<file path="src/rtl/core/number_to_ascii_formatter_defines.svh">
// Assertion helpers for the formatter; clocked on clk_i, off during reset.
`ifndef NUMBER_TO_ASCII_FORMATTER_DEFINES_SVH
`define NUMBER_TO_ASCII_FORMATTER_DEFINES_SVH

// same-cycle implication
`define NAFMT_ASSERT_NOW(lbl, ant, cons, msg) \
  lbl: assert property (@(posedge clk_i) disable iff (!rst_ni) (ant) |-> (cons)) else $error(msg);

// next-cycle implication
`define NAFMT_ASSERT_NEXT(lbl, ant, cons, msg) \
  lbl: assert property (@(posedge clk_i) disable iff (!rst_ni) (ant) |=> (cons)) else $error(msg);

`endif

</file>
<file path="src/rtl/core/nafmt_pkg.sv">
package nafmt_pkg;

  localparam int unsigned NumW   = 64;
  localparam int unsigned HalfW  = 32;
  localparam int unsigned OpW    = 2;
  localparam int unsigned CharW  = 8;
  localparam int unsigned DigW   = 4;
  localparam int unsigned PosW   = 5;

  // digit store: at most 10 decimal digits of a 32-bit value
  localparam int unsigned DigDepth = 10;
  localparam int unsigned StkIdxW  = $clog2(DigDepth);
  localparam int unsigned StkCntW  = $clog2(DigDepth + 1);

  // ceil(2^35 / 10): floor(x * Recip10 / 2^35) == x / 10 for any 32-bit x
  localparam logic [HalfW-1:0] Recip10 = 32'hCCCC_CCCD;
  localparam int unsigned      Recip10Shift = 35;

  localparam logic [CharW-1:0] ChZero = 8'h30;
  localparam logic [CharW-1:0] ChX    = 8'h78;

  // position of the final character: "0x" plus 8 or 16 digits
  localparam logic [PosW-1:0] HexLast32 = 5'd9;
  localparam logic [PosW-1:0] HexLast64 = 5'd17;

  typedef enum logic [OpW-1:0] {
    OP_DEC   = 2'd0,
    OP_HEX32 = 2'd1,
    OP_HEX64 = 2'd2,
    OP_NONE  = 2'd3
  } nafmt_op_e;

  typedef enum logic [1:0] {
    S_IDLE,
    S_DIV,
    S_DEC,
    S_HEX
  } nafmt_state_e;

  typedef struct packed {
    logic clr;
    logic push;
    logic pop;
  } nafmt_stk_ctrl_t;

  localparam logic [CharW-1:0] HexChars [16] = '{
    8'h30, 8'h31, 8'h32, 8'h33, 8'h34, 8'h35, 8'h36, 8'h37,
    8'h38, 8'h39, 8'h41, 8'h42, 8'h43, 8'h44, 8'h45, 8'h46
  };

  function automatic logic [CharW-1:0] hex_char(input logic [DigW-1:0] nib);
    return HexChars[nib];
  endfunction

endpackage

</file>
<file path="src/rtl/core/nafmt_if.sv">
// input channel: one number and its format code per item
interface nafmt_in_if;
  import nafmt_pkg::*;

  logic            valid;
  logic            ready;
  logic [NumW-1:0] number;
  logic [OpW-1:0]  opcode;

  modport source (output valid, number, opcode, input ready);
  modport sink   (input valid, number, opcode, output ready);
endinterface

// output channel: one character per item
interface nafmt_out_if;
  import nafmt_pkg::*;

  logic             valid;
  logic             ready;
  logic [CharW-1:0] char_code;
  logic             last_char;

  modport source (output valid, char_code, last_char, input ready);
  modport sink   (input valid, char_code, last_char, output ready);
endinterface

</file>
<file path="src/rtl/core/nafmt_div10.sv">
module nafmt_div10 (
  input  logic                        clk_i,
  input  logic                        load_i,
  input  logic [nafmt_pkg::HalfW-1:0] x_i,
  output logic [nafmt_pkg::HalfW-1:0] q_o,
  output logic [nafmt_pkg::DigW-1:0]  r_o
);
  import nafmt_pkg::*;

  logic [2*HalfW-1:0] prod_d, prod_q;
  logic [HalfW-1:0]   x_q;
  logic [HalfW-1:0]   q10;
  logic [HalfW-1:0]   diff;

  // reciprocal multiply, registered
  assign prod_d = x_i * Recip10;

  always_ff @(posedge clk_i) begin
    if (load_i) begin
      prod_q <= prod_d;
      x_q    <= x_i;
    end
  end

  assign q_o  = {{Recip10Shift - HalfW{1'b0}}, prod_q[2*HalfW-1:Recip10Shift]};
  assign q10  = (q_o << 3) + (q_o << 1);
  assign diff = x_q - q10;
  assign r_o  = diff[DigW-1:0];

endmodule

</file>
<file path="src/rtl/core/nafmt_dstack.sv">
module nafmt_dstack (
  input  logic                          clk_i,
  input  logic                          rst_ni,
  input  nafmt_pkg::nafmt_stk_ctrl_t    ctrl_i,
  input  logic [nafmt_pkg::DigW-1:0]    digit_i,
  output logic [nafmt_pkg::DigW-1:0]    top_o,
  output logic [nafmt_pkg::StkCntW-1:0] cnt_o
);
  import nafmt_pkg::*;

  logic [DigW-1:0]    mem_q [DigDepth];
  logic [StkCntW-1:0] cnt_d, cnt_q;
  logic [StkCntW-1:0] top_idx;

  always_comb begin
    cnt_d = cnt_q;
    if (ctrl_i.clr) begin
      cnt_d = '0;
    end else if (ctrl_i.push) begin
      cnt_d = cnt_q + 1'b1;
    end else if (ctrl_i.pop) begin
      cnt_d = cnt_q - 1'b1;
    end
  end

  always_ff @(posedge clk_i or negedge rst_ni) begin
    if (!rst_ni) begin
      cnt_q <= '0;
    end else begin
      cnt_q <= cnt_d;
    end
  end

  always_ff @(posedge clk_i) begin
    if (ctrl_i.push) begin
      mem_q[cnt_q[StkIdxW-1:0]] <= digit_i;
    end
  end

  assign top_idx = (cnt_q == '0) ? '0 : cnt_q - 1'b1;
  assign top_o   = mem_q[top_idx[StkIdxW-1:0]];
  assign cnt_o   = cnt_q;

endmodule

</file>
<file path="src/rtl/core/number_to_ascii_formatter.sv">
// Number to ASCII text formatter.
// in_i  : one item = 64-bit number plus format code (decimal, hex32, hex64).
//         A code with no meaning is taken and dropped without output.
// out_o : one item per character, most significant first; last_char marks
//         the final character of each number's text.
// Decimal prints the low 32 bits without leading zeros ("0" for zero).
// Hex prints "0x" and 8 or 16 uppercase digits, zero padded.
// Timing: in_i.ready is high only while idle. A decimal item produces one
// digit per cycle in the divide-by-10 loop (a 32x32 reciprocal multiply,
// registered), then one character per cycle while out_o is not stalled.
// A hex item gives one character per cycle while out_o is not stalled.
// Characters sit in a single output register; a stall on out_o freezes the
// sequencer, and the next item is taken as soon as the last character of
// the current one is loaded, even if it still waits to be taken.
// Reset (rst_ni low, async) returns to idle and drops any pending character.
module number_to_ascii_formatter (
  input  logic               clk_i,
  input  logic               rst_ni,
  nafmt_in_if.sink           in_i,
  nafmt_out_if.source        out_o
);
  import nafmt_pkg::*;

  `include "number_to_ascii_formatter_defines.svh"

  nafmt_state_e state_d, state_q;

  logic [NumW-1:0]  val_d, val_q;   // hex digits, next one in the top nibble
  logic             wide_d, wide_q;
  logic [PosW-1:0]  pos_d, pos_q;   // hex character position
  logic [CharW-1:0] och_d, och_q;
  logic             olast_d, olast_q;
  logic             ovalid_d, ovalid_q;

  logic             out_free;
  logic             div_load;
  logic [HalfW-1:0] div_x;
  logic [HalfW-1:0] div_q;
  logic [DigW-1:0]  div_r;

  nafmt_stk_ctrl_t    stk_ctrl;
  logic [DigW-1:0]    stk_top;
  logic [StkCntW-1:0] stk_cnt;

  nafmt_div10 u_div10 (
    .clk_i  (clk_i),
    .load_i (div_load),
    .x_i    (div_x),
    .q_o    (div_q),
    .r_o    (div_r)
  );

  // decimal digits come out low first; the stack reverses them
  nafmt_dstack u_dstack (
    .clk_i   (clk_i),
    .rst_ni  (rst_ni),
    .ctrl_i  (stk_ctrl),
    .digit_i (div_r),
    .top_o   (stk_top),
    .cnt_o   (stk_cnt)
  );

  // output register can take a character this cycle
  assign out_free = !ovalid_q || out_o.ready;

  always_comb begin
    state_d  = state_q;
    val_d    = val_q;
    wide_d   = wide_q;
    pos_d    = pos_q;
    och_d    = och_q;
    olast_d  = olast_q;
    ovalid_d = ovalid_q && !out_o.ready;
    div_load = 1'b0;
    div_x    = div_q;
    stk_ctrl = '0;

    unique case (state_q)
      S_IDLE: begin
        if (in_i.valid) begin
          unique case (nafmt_op_e'(in_i.opcode))
            OP_DEC: begin
              div_load     = 1'b1;
              div_x        = in_i.number[HalfW-1:0];
              stk_ctrl.clr = 1'b1;
              state_d      = S_DIV;
            end
            OP_HEX32: begin
              val_d   = {in_i.number[HalfW-1:0], {HalfW{1'b0}}};
              wide_d  = 1'b0;
              pos_d   = '0;
              state_d = S_HEX;
            end
            OP_HEX64: begin
              val_d   = in_i.number;
              wide_d  = 1'b1;
              pos_d   = '0;
              state_d = S_HEX;
            end
            OP_NONE: begin
              state_d = S_IDLE;
            end
          endcase
        end
      end

      // one digit per cycle; stop once the quotient reaches zero
      S_DIV: begin
        stk_ctrl.push = 1'b1;
        if (div_q == '0) begin
          state_d = S_DEC;
        end else begin
          div_load = 1'b1;
        end
      end

      S_DEC: begin
        if (out_free) begin
          stk_ctrl.pop = 1'b1;
          ovalid_d     = 1'b1;
          och_d        = hex_char(stk_top);
          olast_d      = (stk_cnt == StkCntW'(1));
          if (stk_cnt == StkCntW'(1)) begin
            state_d = S_IDLE;
          end
        end
      end

      S_HEX: begin
        if (out_free) begin
          ovalid_d = 1'b1;
          pos_d    = pos_q + 1'b1;
          if (pos_q == '0) begin
            och_d = ChZero;
          end else if (pos_q == PosW'(1)) begin
            och_d = ChX;
          end else begin
            och_d = hex_char(val_q[NumW-1 -: DigW]);
            val_d = val_q << DigW;
          end
          olast_d = (pos_q == (wide_q ? HexLast64 : HexLast32));
          if (pos_q == (wide_q ? HexLast64 : HexLast32)) begin
            state_d = S_IDLE;
          end
        end
      end

      default: state_d = S_IDLE;
    endcase
  end

  always_ff @(posedge clk_i or negedge rst_ni) begin
    if (!rst_ni) begin
      state_q  <= S_IDLE;
      pos_q    <= '0;
      ovalid_q <= 1'b0;
    end else begin
      state_q  <= state_d;
      pos_q    <= pos_d;
      ovalid_q <= ovalid_d;
    end
  end

  always_ff @(posedge clk_i) begin
    val_q   <= val_d;
    wide_q  <= wide_d;
    och_q   <= och_d;
    olast_q <= olast_d;
  end

  assign in_i.ready      = (state_q == S_IDLE);
  assign out_o.valid     = ovalid_q;
  assign out_o.char_code = och_q;
  assign out_o.last_char = olast_q;

  // a decimal item starts the divide loop on an empty digit store
  `NAFMT_ASSERT_NEXT(a_dec_start,
    in_i.valid && in_i.ready && (in_i.opcode == OP_DEC),
    (state_q == S_DIV) && (stk_cnt == '0),
    "decimal item did not start divide loop")

  // a 32-bit value never yields more than ten digits
  `NAFMT_ASSERT_NOW(a_stk_room, state_q == S_DIV,
    stk_cnt < StkCntW'(DigDepth), "digit store overflow")

  // leaving the divide loop always leaves at least one digit to print
  `NAFMT_ASSERT_NEXT(a_dec_nonempty, (state_q == S_DIV) && (div_q == '0),
    (state_q == S_DEC) && (stk_cnt != '0), "no digits after divide loop")

  // final hex character is presented marked and the sequencer goes idle
  `NAFMT_ASSERT_NEXT(a_hex_last,
    (state_q == S_HEX) && out_free && (pos_q == (wide_q ? HexLast64 : HexLast32)),
    (state_q == S_IDLE) && out_o.valid && out_o.last_char,
    "hex text end not marked")

endmodule
</file>
<file path="src/flat_wrapper.sv">
// flat-port wrapper written by rule: the top's interface ports become plain ports
module number_to_ascii_formatter_flat import nafmt_pkg::*;
  (clk_i, rst_ni, in_i_valid, in_i_number, in_i_opcode, in_i_ready, out_o_valid, out_o_char_code, out_o_last_char, out_o_ready);
  nafmt_in_if in_i_i ();
  nafmt_out_if out_o_i ();
  input  logic clk_i;
  input  logic rst_ni;
  input wire logic [$bits(in_i_i.valid)-1:0] in_i_valid;
  input wire logic [$bits(in_i_i.number)-1:0] in_i_number;
  input wire logic [$bits(in_i_i.opcode)-1:0] in_i_opcode;
  output wire logic [$bits(in_i_i.ready)-1:0] in_i_ready;
  output wire logic [$bits(out_o_i.valid)-1:0] out_o_valid;
  output wire logic [$bits(out_o_i.char_code)-1:0] out_o_char_code;
  output wire logic [$bits(out_o_i.last_char)-1:0] out_o_last_char;
  input wire logic [$bits(out_o_i.ready)-1:0] out_o_ready;
  assign in_i_i.valid = in_i_valid;
  assign in_i_i.number = in_i_number;
  assign in_i_i.opcode = in_i_opcode;
  assign in_i_ready = in_i_i.ready;
  assign out_o_valid = out_o_i.valid;
  assign out_o_char_code = out_o_i.char_code;
  assign out_o_last_char = out_o_i.last_char;
  assign out_o_i.ready = out_o_ready;
  number_to_ascii_formatter u_core (.clk_i(clk_i), .rst_ni(rst_ni), .in_i(in_i_i), .out_o(out_o_i));
endmodule
</file>
<file path="config.mk">
export PLATFORM = sky130hd
export DESIGN_NAME = number_to_ascii_formatter_flat
export DESIGN_NICKNAME = d
export VERILOG_FILES = /design/src/rtl/core/nafmt_pkg.sv /design/src/rtl/core/nafmt_if.sv /design/src/rtl/core/nafmt_div10.sv /design/src/rtl/core/nafmt_dstack.sv /design/src/rtl/core/number_to_ascii_formatter.sv /design/src/flat_wrapper.sv
export VERILOG_INCLUDE_DIRS = /design/src /design/src/rtl/core
export SDC_FILE = /design/constraint.sdc
export NUM_CORES = 1
export LEC_CHECK = 0
export ABC_CLOCK_PERIOD_IN_PS = 9930
export BUFFER_PORTS_ARGS = -buffer_cell sky130_fd_sc_hd__buf_2
export CORE_ASPECT_RATIO = 0.7
export CORE_UTILIZATION = 60
export CTS_CLUSTER_DIAMETER = 60
export DETAILED_ROUTE_END_ITERATION = 6
export HOLD_SLACK_MARGIN = 0.12
export PLACE_DENSITY = 0.84
export SLEW_MARGIN = 20
export SYNTH_ARGS = -nofsm -noshare
export SYNTH_HDL_FRONTEND = slang
export SYNTH_SLANG_ARGS = --single-unit
</file>
<file path="constraint.sdc">
create_clock -name clk_i -period 9.93 [get_ports clk_i]
set_input_delay 0.4965 -clock clk_i [delete_from_list [all_inputs] [get_ports clk_i]]
set_output_delay 0.4965 -clock clk_i [all_outputs]
set_load 0.01 [all_outputs]
</file>
Word-level counts from Yosys, hierarchy flattened:

Memory sizes are Yosys's and may differ from the RTL's.
Index checks and enable logic that the tools add are counted.

* memories kept: 3
* bits in writable memories: 40
* memory bits (read-only): 256
* input bits: 70
* output and inout bits: 11
* register bits after elaboration: 154
* logic and storage cells: 113

* add/subtract/negate cells: 5
* mux-type cells: 51
* order comparisons: 2
* eq/ne operators: 19
* reductions and logical operators: 20
* multiply operators: 1
* bitwise gates (word level): 2

Memory list
* (name not given): depth 16, bits a word 8, rd ports 1, clocked after Yosys merged registers in 0, write ports 0, RTL line nafmt_pkg.sv:52 `return HexChars[nib];`
* (name not given): depth 16, bits a word 8, rd ports 1, clocked after Yosys merged registers in 0, write ports 0, RTL line nafmt_pkg.sv:52
* u_core.u_dstack.mem_q: depth 10, bits a word 4, rd ports 1, clocked after Yosys merged registers in 0, write ports 1, RTL line nafmt_dstack.sv:11 `logic [DigW-1:0] mem_q [DigDepth];`

Operators by type and width (count)
* 64-bit two-way mux: 4
* 64-bit case mux with 2 select lines: 2
* 32-bit two-way mux: 3
* 32-bit by 32-bit multiplier with 64-bit output, second input constant: 1
* 8-bit two-way mux: 8
* 32-bit logical NOT: 1
* 5-bit two-way mux: 4
* 4-bit two-way mux: 4
* 8-bit case mux with 2 select lines: 1
* 1-bit two-way mux: 13
* 2-bit two-way mux: 6
* 6-bit AND reduction: 2
* 5-bit greater-or-equal comparator, second input constant: 2
* 2-bit by 1-bit != test with 1-bit output, second input constant: 5
* 4-bit NOT with 5-bit output: 2
* 5-bit case mux with 2 select lines: 1
* 2-bit == test, second input constant: 4
* 2-bit != test, second input constant: 4
* 2-bit case mux with 4 select lines: 1
* 1-bit case mux with 2 select lines: 3
* 2-bit case mux with 3 select lines: 1
* 3-bit AND reduction: 2
* 2-bit nonzero test: 3
* 5-bit by 1-bit adder with 5-bit output, second input constant: 1
* other kinds (18): 22

Logic depth before layout (Yosys ltp):

Gate-level depths: netlist of run 1.
An unclocked memory read counts as a cell.

* depth in word-level cells: 9
* gate-level depth with buffers: 33
* depth with buffers taken out: 31

Hierarchy:

Synthesis of run 1 repeated with hierarchy kept, for this count alone.

* cells, all modules: 2219
* area total of the unflattened synthesis: 24186.9 µm²

By module, submodules not included
* nafmt_div10: cells an instance 1681, instances 1, seq. area each 991.0 µm², area each 17611.9 µm²
* number_to_ascii_formatter: cells an instance 392, instances 1, seq. area each 2362.3 µm², area each 4550.6 µm²
* nafmt_dstack: cells an instance 146, instances 1, seq. area each 1301.2 µm², area each 2024.4 µm²

Worst setup path before layout of run 1:

OpenSTA, ideal clock, no wires.

* path kind: input-to-reg
* start: input in_i_opcode[0]
* end: register u_core.u_div10.prod_q[58] (data pin)
* arrival time: 8.076 ns
* slack: 1.585 ns
* path buffers: 4
* cell stages on the path: 33
* cells stage by stage: inv_1 -> ha_1 -> and4bb_1 -> buf_6 -> clkbuf_1 -> buf_1 -> clkbuf_1 -> nand2_1 -> nand2_1 -> ha_1 -> inv_1 -> fa_1 -> inv_1 -> fa_1 -> inv_1 -> fa_1 -> inv_1 -> fa_1 -> fa_1 -> fa_1 -> inv_1 -> fa_1 -> inv_1 -> ha_1 -> nand3_1 -> nor4_1 -> nand4_1 -> nor2_1 -> o311ai_2 -> nand3b_2 -> a21oi_4 -> o41ai_2 -> xor2_1

* word-level cells in the longest chain between the ends: 5

RTL lines
* from (decl): RTL line flat_wrapper.sv:10 `input wire logic [$bits(in_i_i.opcode)-1:0] in_i_opcode;`
* 2-bit logical NOT: RTL line number_to_ascii_formatter.sv:81 `unique case (nafmt_op_e'(in_i.opcode))`
* 32-bit two-way mux: RTL line number_to_ascii_formatter.sv:81
* 32-bit two-way mux: RTL line number_to_ascii_formatter.sv:80 `if (in_i.valid) begin`
* 32-bit two-way mux: RTL line number_to_ascii_formatter.sv:78 `unique case (state_q)`
* 32-bit by 32-bit multiplier with 64-bit output: RTL line nafmt_div10.sv:16 `assign prod_d = x_i * Recip10;`
* named net u_core.u_div10.prod_d[58]: RTL line nafmt_div10.sv:10 `logic [2*HalfW-1:0] prod_d, prod_q;`
* to (signal assigned): RTL line nafmt_div10.sv:20 `prod_q <= prod_d;`
* to (decl): RTL line nafmt_div10.sv:10

The timed path passes the listed nets, and every way through them passes these cells.
A chain may end at the register's enable or synchronous reset.

Worst setup path after layout of run 1:

* start: register u_core.state_q[1]
* end: register u_core.u_div10.prod_q[56] (data pin)

* word-level cells in the longest chain between the ends: 3

RTL lines
* from (decl): RTL line number_to_ascii_formatter.sv:26 `nafmt_state_e state_d, state_q;`
* from (signal assigned): RTL line number_to_ascii_formatter.sv:158 `state_q <= state_d;`
* 2-bit logical NOT: RTL line number_to_ascii_formatter.sv:78
* 32-bit two-way mux: RTL line number_to_ascii_formatter.sv:78
* 32-bit by 32-bit multiplier with 64-bit output: RTL line nafmt_div10.sv:16
* named net u_core.u_div10.prod_d[56]: RTL line nafmt_div10.sv:10

The timed path passes the listed nets, and every way through them passes these cells.

==> impl_results.md, run 1 <==
- Vias/cell: 5.90
- Row count: 61
- Initial antenna violation count: 2
- DR iter-0 viols: 2106
- Largest net degree at the start of global routing: 97
- Hold Vio Cnt, Final: 0
- CORE AREA: 40100 um^2
- Slowest stage delay, CP: 0.64 ns
- Post-Route WL: 82.0 mm
- Setup CP Type: flop to flop
- Part of the Yosys area used for sequential elements: 18.8%
- Nets: 3392
- Post-synth top area share: 31.2%
- Setup bufs post-CTS: 0
- Post-synth EDFFs: 145
- Cell variety after synth: 71
- Post-DP HPWL: 71.9 mm
- DR vias: 18.4k
- Per-instance average area after synthesis: 9.97 um^2
- Die X: 245 um
- Met1 GRT Util: 61.5%
- Max Freq: 106 MHz
- Antenna Cells: 0
- Root Driver: clkbuf_16
- Met3 usage: 19.1%
- Hold crit path type: input port to flop
- Most common cell after layout, fill and taps aside: inv_1
- Worst slew pin tran: 1.14 ns
- Chip height: 172 um
- Placer Congestion: 1.11
- CP most frequent cell: fa_1
- Vias in the first global route: 18.9k
- Required @ worst endpoint: 10.15 ns
- Commonest non-fill, non-tap cells in the layout: inv_1 (637), fa_1 (385), ha_1 (359), nand2_1 (244), edfxtp_1 (145)
- Cells after synthesis: 2482
- Async S/R FF share, synth: 7.64%
- Outcome: finished clean
- RSZ-0062 raised after global routing: false
- Synth Flop Type: edfxtp_1
- First-pass GRT wire length: 121 mm
- #FFs+latches synth: 157
- I/O pins: 81
- Critical path capture point type: flop
- Max stage delay cell, worst path: nor4_1
- DP Area: 26000 um^2
- FILL cells: 3179
- Drt pass-1 iters: 6
- Top cells by area, synth: fa_1 (31%), ha_1 (18%), edfxtp_1 (18%)
- Total negative slack: 0 ns
- Fin Clk Skew: 0.0374 ns
- Layout cells sized above 1: 7.92%
- Fin area: 26600 um^2
- Post-route ant nets: 0
- GRT Max-Usage Layer: met1
- Post_cts resized: 0
- GRT overflow: 0
- CTS Hold Buffers Added: 1
- Global-route usage over all layers: 41.1%
- Final Setup Violations: 0
- Rel. slew slack: 23.7%
- Residual DRC count: 0
- Worst-path clk slew: 0.08 ns
- Number of max-cap violations: 0
- Initial Utilization: 61.6%
- Syn_nets: 3297
- Yosys top cell by area: fa_1
- M2 GR Usage: 54.0%
- CTS Buf Count: 17
- Area delta synth->final: 7.56%
- Cell Area, Synth: 24700 um^2
- Setup crit start kind: flop
- WL per Instance: 26.2 um
- Longest Clk Path Bufs: 2
- CP max FO: 32
- Ys Warns: 0
- Final Max Slew Viols: 0
- Post-route minimum period: 9.42 ns
- Die Area: 42100 um^2
- H-tree Lvls: 4
- Num Clock Sinks: 157
- Port Buf Inserts: 79
- Crit path DAT: 9.64 ns
- Final Cycle Share: 94.9%
- Clk_lat worst skew: 0.47 ns
- CTS tree: built
[worst max-delay path, delay by kind of cell (launching register included)]
family	cells	cell delay [ns]
fa+ha+maj	9	4.15
simple gates	10	2.78
buf+inv	5	0.63
xor+xnor	2	0.58
compound gates	3	0.51
flops	1	0.50
[worst paths after layout]
| kind | startpoint | endpoint | slack (ns) | cells after the start |
|---|---|---|---|---|
| max reg2reg | u_core.state_q[1] | u_core.u_div10.prod_q[56] | 0.51 | 29 |
| max | u_core.state_q[1] | u_core.u_div10.prod_q[56] | 0.51 | 29 |
| min | in_i_valid | u_core.state_q[1] | 0.38 | 3 |
| min reg2reg | u_core.val_q[4] | u_core.val_q[8] | 0.51 | 2 |
| min in group asynchronous | rst_ni | u_core.pos_q[1] | 0.47 | 2 |
| max in group asynchronous | rst_ni | u_core.u_dstack.cnt_o[0] | 9.20 | 2 |
[final cells by class]
type | count | area [um^2] | area share (%)
multi-input combinational | 1624 | 17400 | 65.5
clock buffer | 19 | 453 | 1.70
inverter | 637 | 2390 | 8.99
timing repair buffer | 140 | 856 | 3.22
clock inverter | 13 | 145 | 0.545
tap | 535 | 669 | 2.52
sequential | 157 | 4650 | 17.5
[metrics by stage]
| stage | hold slack [ns] | util (%) | std cells | worst slack, ns |
|---|---|---|---|---|
| finish | 0.384 | 66.3 | 3125 | 0.506 |
| global route | 0.400 | 66.3 | 3125 | 0.220 |
| CTS | 0.364 | 66.3 | 3125 | 0.628 |
| detailed placement | 0.405 | 64.8 | 3092 | 0.341 |
| global placement | 0.392 | 64.8 | 3092 | 0.445 |
| floorplan | 0.201 | - | 2482 | 1.58 |
[routing by layer]
layer | wire, um | share of wire [%]
met5 | 264 | 0.32
met4 | 1270 | 1.5
met3 | 13000 | 16
met2 | 31000 | 38
met1 | 36500 | 45
[sequential cells by signal, summed over array words and instances (netlist names)]
signal,flops
u_core.u_div10.prod_q,31
u_core.pos_q,5
u_core.out_o.valid,1
u_core.state_q,2
u_core.out_o.last_char,1
u_core.u_dstack.cnt_o,4
u_core.u_dstack.mem_q,40
u_core.wide_q,1
u_core.out_o.char_code,6
u_core.val_q,64
u_core.u_div10.x_q,2
[cell families (layout without fill, tap and decap cells)]
logic type                 count (synthesis)  count (layout)  synth area share [%]
AOI/OAI and AO/OA                        262             262                  6.67
DFF                                      157             157                  18.8
xor gates and xnor gates                  96              96                  3.40
adders and majority gates                745             745                  49.4
and+or+nand+nor                          465             465                  8.60
other                                      1               1                0.0152
muxes                                     55              55                  2.39
buffers and inverters                    701             809                  10.7
[Yosys cell counts, types with 8 or more instances]
cell type,count
a21oi_1,77
nor3_1,24
a211oi_1,8
ha_1,360
nand3_1,51
mux2i_1,49
nor2_1,48
nand4_1,23
and2_1,20
xnor2_1,53
dfrtp_1,12
edfxtp_1,145
nor4_1,11
and3_1,11
o21ai_0,78
xor2_1,43
fa_1,385
inv_1,637
clkbuf_1,48
o21bai_1,11
nand2_1,244
nor2b_1,11
a21o_1,33
Power of run 1 is left out: the tool's default activity adds up to more than one toggle a clock period on the data nets, which glitch-free logic cannot reach.
==> inputs of run 2 (changes only) <==
==> constraint.sdc (replaced) <==
create_clock -name clk_i -period 9.93 [get_ports clk_i]
set_input_delay 1.4895 -clock clk_i [delete_from_list [all_inputs] [get_ports clk_i]]
set_output_delay 1.4895 -clock clk_i [all_outputs]
set_load 0.01 [all_outputs]
==> impl_results.md, run 2 (synthesis gave the netlist of run 1 again) <==
- Outcome: finished, violations left
- Violated checks: design-rule violations
- Rel. slew slack: 36.7%
- Hold crit path type: flop to flop
- CP most frequent cell: fa_1
- Initial antenna violation count: 2
- Placer Congestion: 1.13
- Total negative slack: 0 ns
- Nets: 3418
- Chip height: 172 um
- Die X: 245 um
- WL per Instance: 25.2 um
- Final Max Slew Viols: 0
- Port Buf Inserts: 79
- Row count: 61
- Post-route ant nets: 0
- RSZ-0062 raised after global routing: false
- Commonest non-fill, non-tap cells in the layout: inv_1 (637), fa_1 (385), ha_1 (359), nand2_1 (244), edfxtp_1 (145)
- Vias in the first global route: 19.1k
- Final Cycle Share: 96.4%
- Vias/cell: 5.92
- Multi-input logic area: 17400 um^2
- Required @ worst endpoint: 10.12 ns
- Max Freq: 104 MHz
- Worst slew pin tran: 0.950 ns
- Slowest stage delay, CP: 0.65 ns
- Longest Clk Path Bufs: 2
- Util after Layout: 66.9%
- H-tree Lvls: 4
- Residual DRC count: 32
- Fin Clk Skew: 0.0387 ns
- Final Setup Violations: 0
- Initial Utilization: 61.6%
- DR vias: 18.7k
- Max FFs per register: 64
- Drt pass-1 iters: 7
- Clk_lat worst skew: 0.47 ns
- CTS tree: built
- Number of max-cap violations: 0
- Layout cells sized above 1: 8.87%
- Area delta synth->final: 8.51%
- Die Area: 42100 um^2
- Setup bufs post-CTS: 0
- Post_cts resized: 0
- Cells after DPL: 3119
- Global-route usage over all layers: 39.4%
- Register area: 4650 um^2
- First-pass GRT wire length: 118 mm
- Setup crit start kind: input port
- CTS Buf Count: 17
- Setup CP Type: input port to flop
- Post-route minimum period: 9.57 ns
- CORE AREA: 40100 um^2
- Critical path capture point type: flop
- Hold Vio Cnt, Final: 0
- GRT overflow: 0
- Post-Route WL: 79.3 mm
- Largest net degree at the start of global routing: 97
- Worst-path clk slew: 0.08 ns
- Num Clock Sinks: 157
- Final cell count without fillers: 3152
- CP max FO: 32
- Register with the most flip-flops: u_core.val_q
- CTS Hold Buffers Added: 0
- I/O pins: 81
- Most common cell after layout, fill and taps aside: inv_1
- DR iter-0 viols: 2304
- Max stage delay cell, worst path: fa_1
- Post-DP HPWL: 68.3 mm
- FILL cells: 3101
- Root Driver: clkbuf_16
- Crit path DAT: 9.76 ns
run 2: worst max-delay path: cells and delay by family:
| family | cells | cell delay (ns) |
|---|---|---|
| xor+xnor | 1 | 0.11 |
| fa+ha+maj | 10 | 4.82 |
| compound gates | 3 | 0.58 |
| buf+inv | 8 | 1.00 |
| simple gates | 8 | 1.73 |
run 2: final cells by class:
cell class	instances	share of cell area, %
multi-input combinational	1624	65.0
sequential	157	17.3
inverter	637	8.91
timing repair buffer	166	4.00
tap	535	2.49
clock buffer	17	1.58
clock inverter	15	0.694
antenna	1	0.00932
run 2: worst paths after layout:
kind / depth (start not counted) / from / slack [ns] / to
min in group asynchronous: 1 / rst_ni / 0.93 / u_core.state_q[0]
max: 30 / in_i_opcode[0] / 0.36 / u_core.u_div10.prod_q[58]
max reg2reg: 28 / u_core.state_q[0] / 0.93 / u_core.u_div10.prod_q[58]
max in group asynchronous: 1 / rst_ni / 8.74 / u_core.u_dstack.cnt_o[2]
min: 2 / u_core.val_q[21] / 0.51 / u_core.val_q[25]
min reg2reg: 2 / u_core.val_q[21] / 0.51 / u_core.val_q[25]
run 2: layer usage:
metal	vias up	global-route usage (%)	wire, um
met2	1270	53.2	30800
met1	9148	55.0	32300
met5	-	3.76	253
met3	151	20.5	14100
met4	6	9.21	1860
li1	8098	-	-
run 2: stage by stage:
stage | instance area [um^2] | hold slack (ns) | worst slack (ns)
after floorplan | 24700 | 0.484 | 0.592
after global placement | 26200 | 0.491 | 0.233
after detailed placement | 26200 | 0.499 | 0.0179
after CTS | 26800 | 0.515 | 0.497
after global routing | 26800 | 0.533 | 0.0504
final | 26800 | 0.514 | 0.357
Power of run 2 is left out for the same reason.
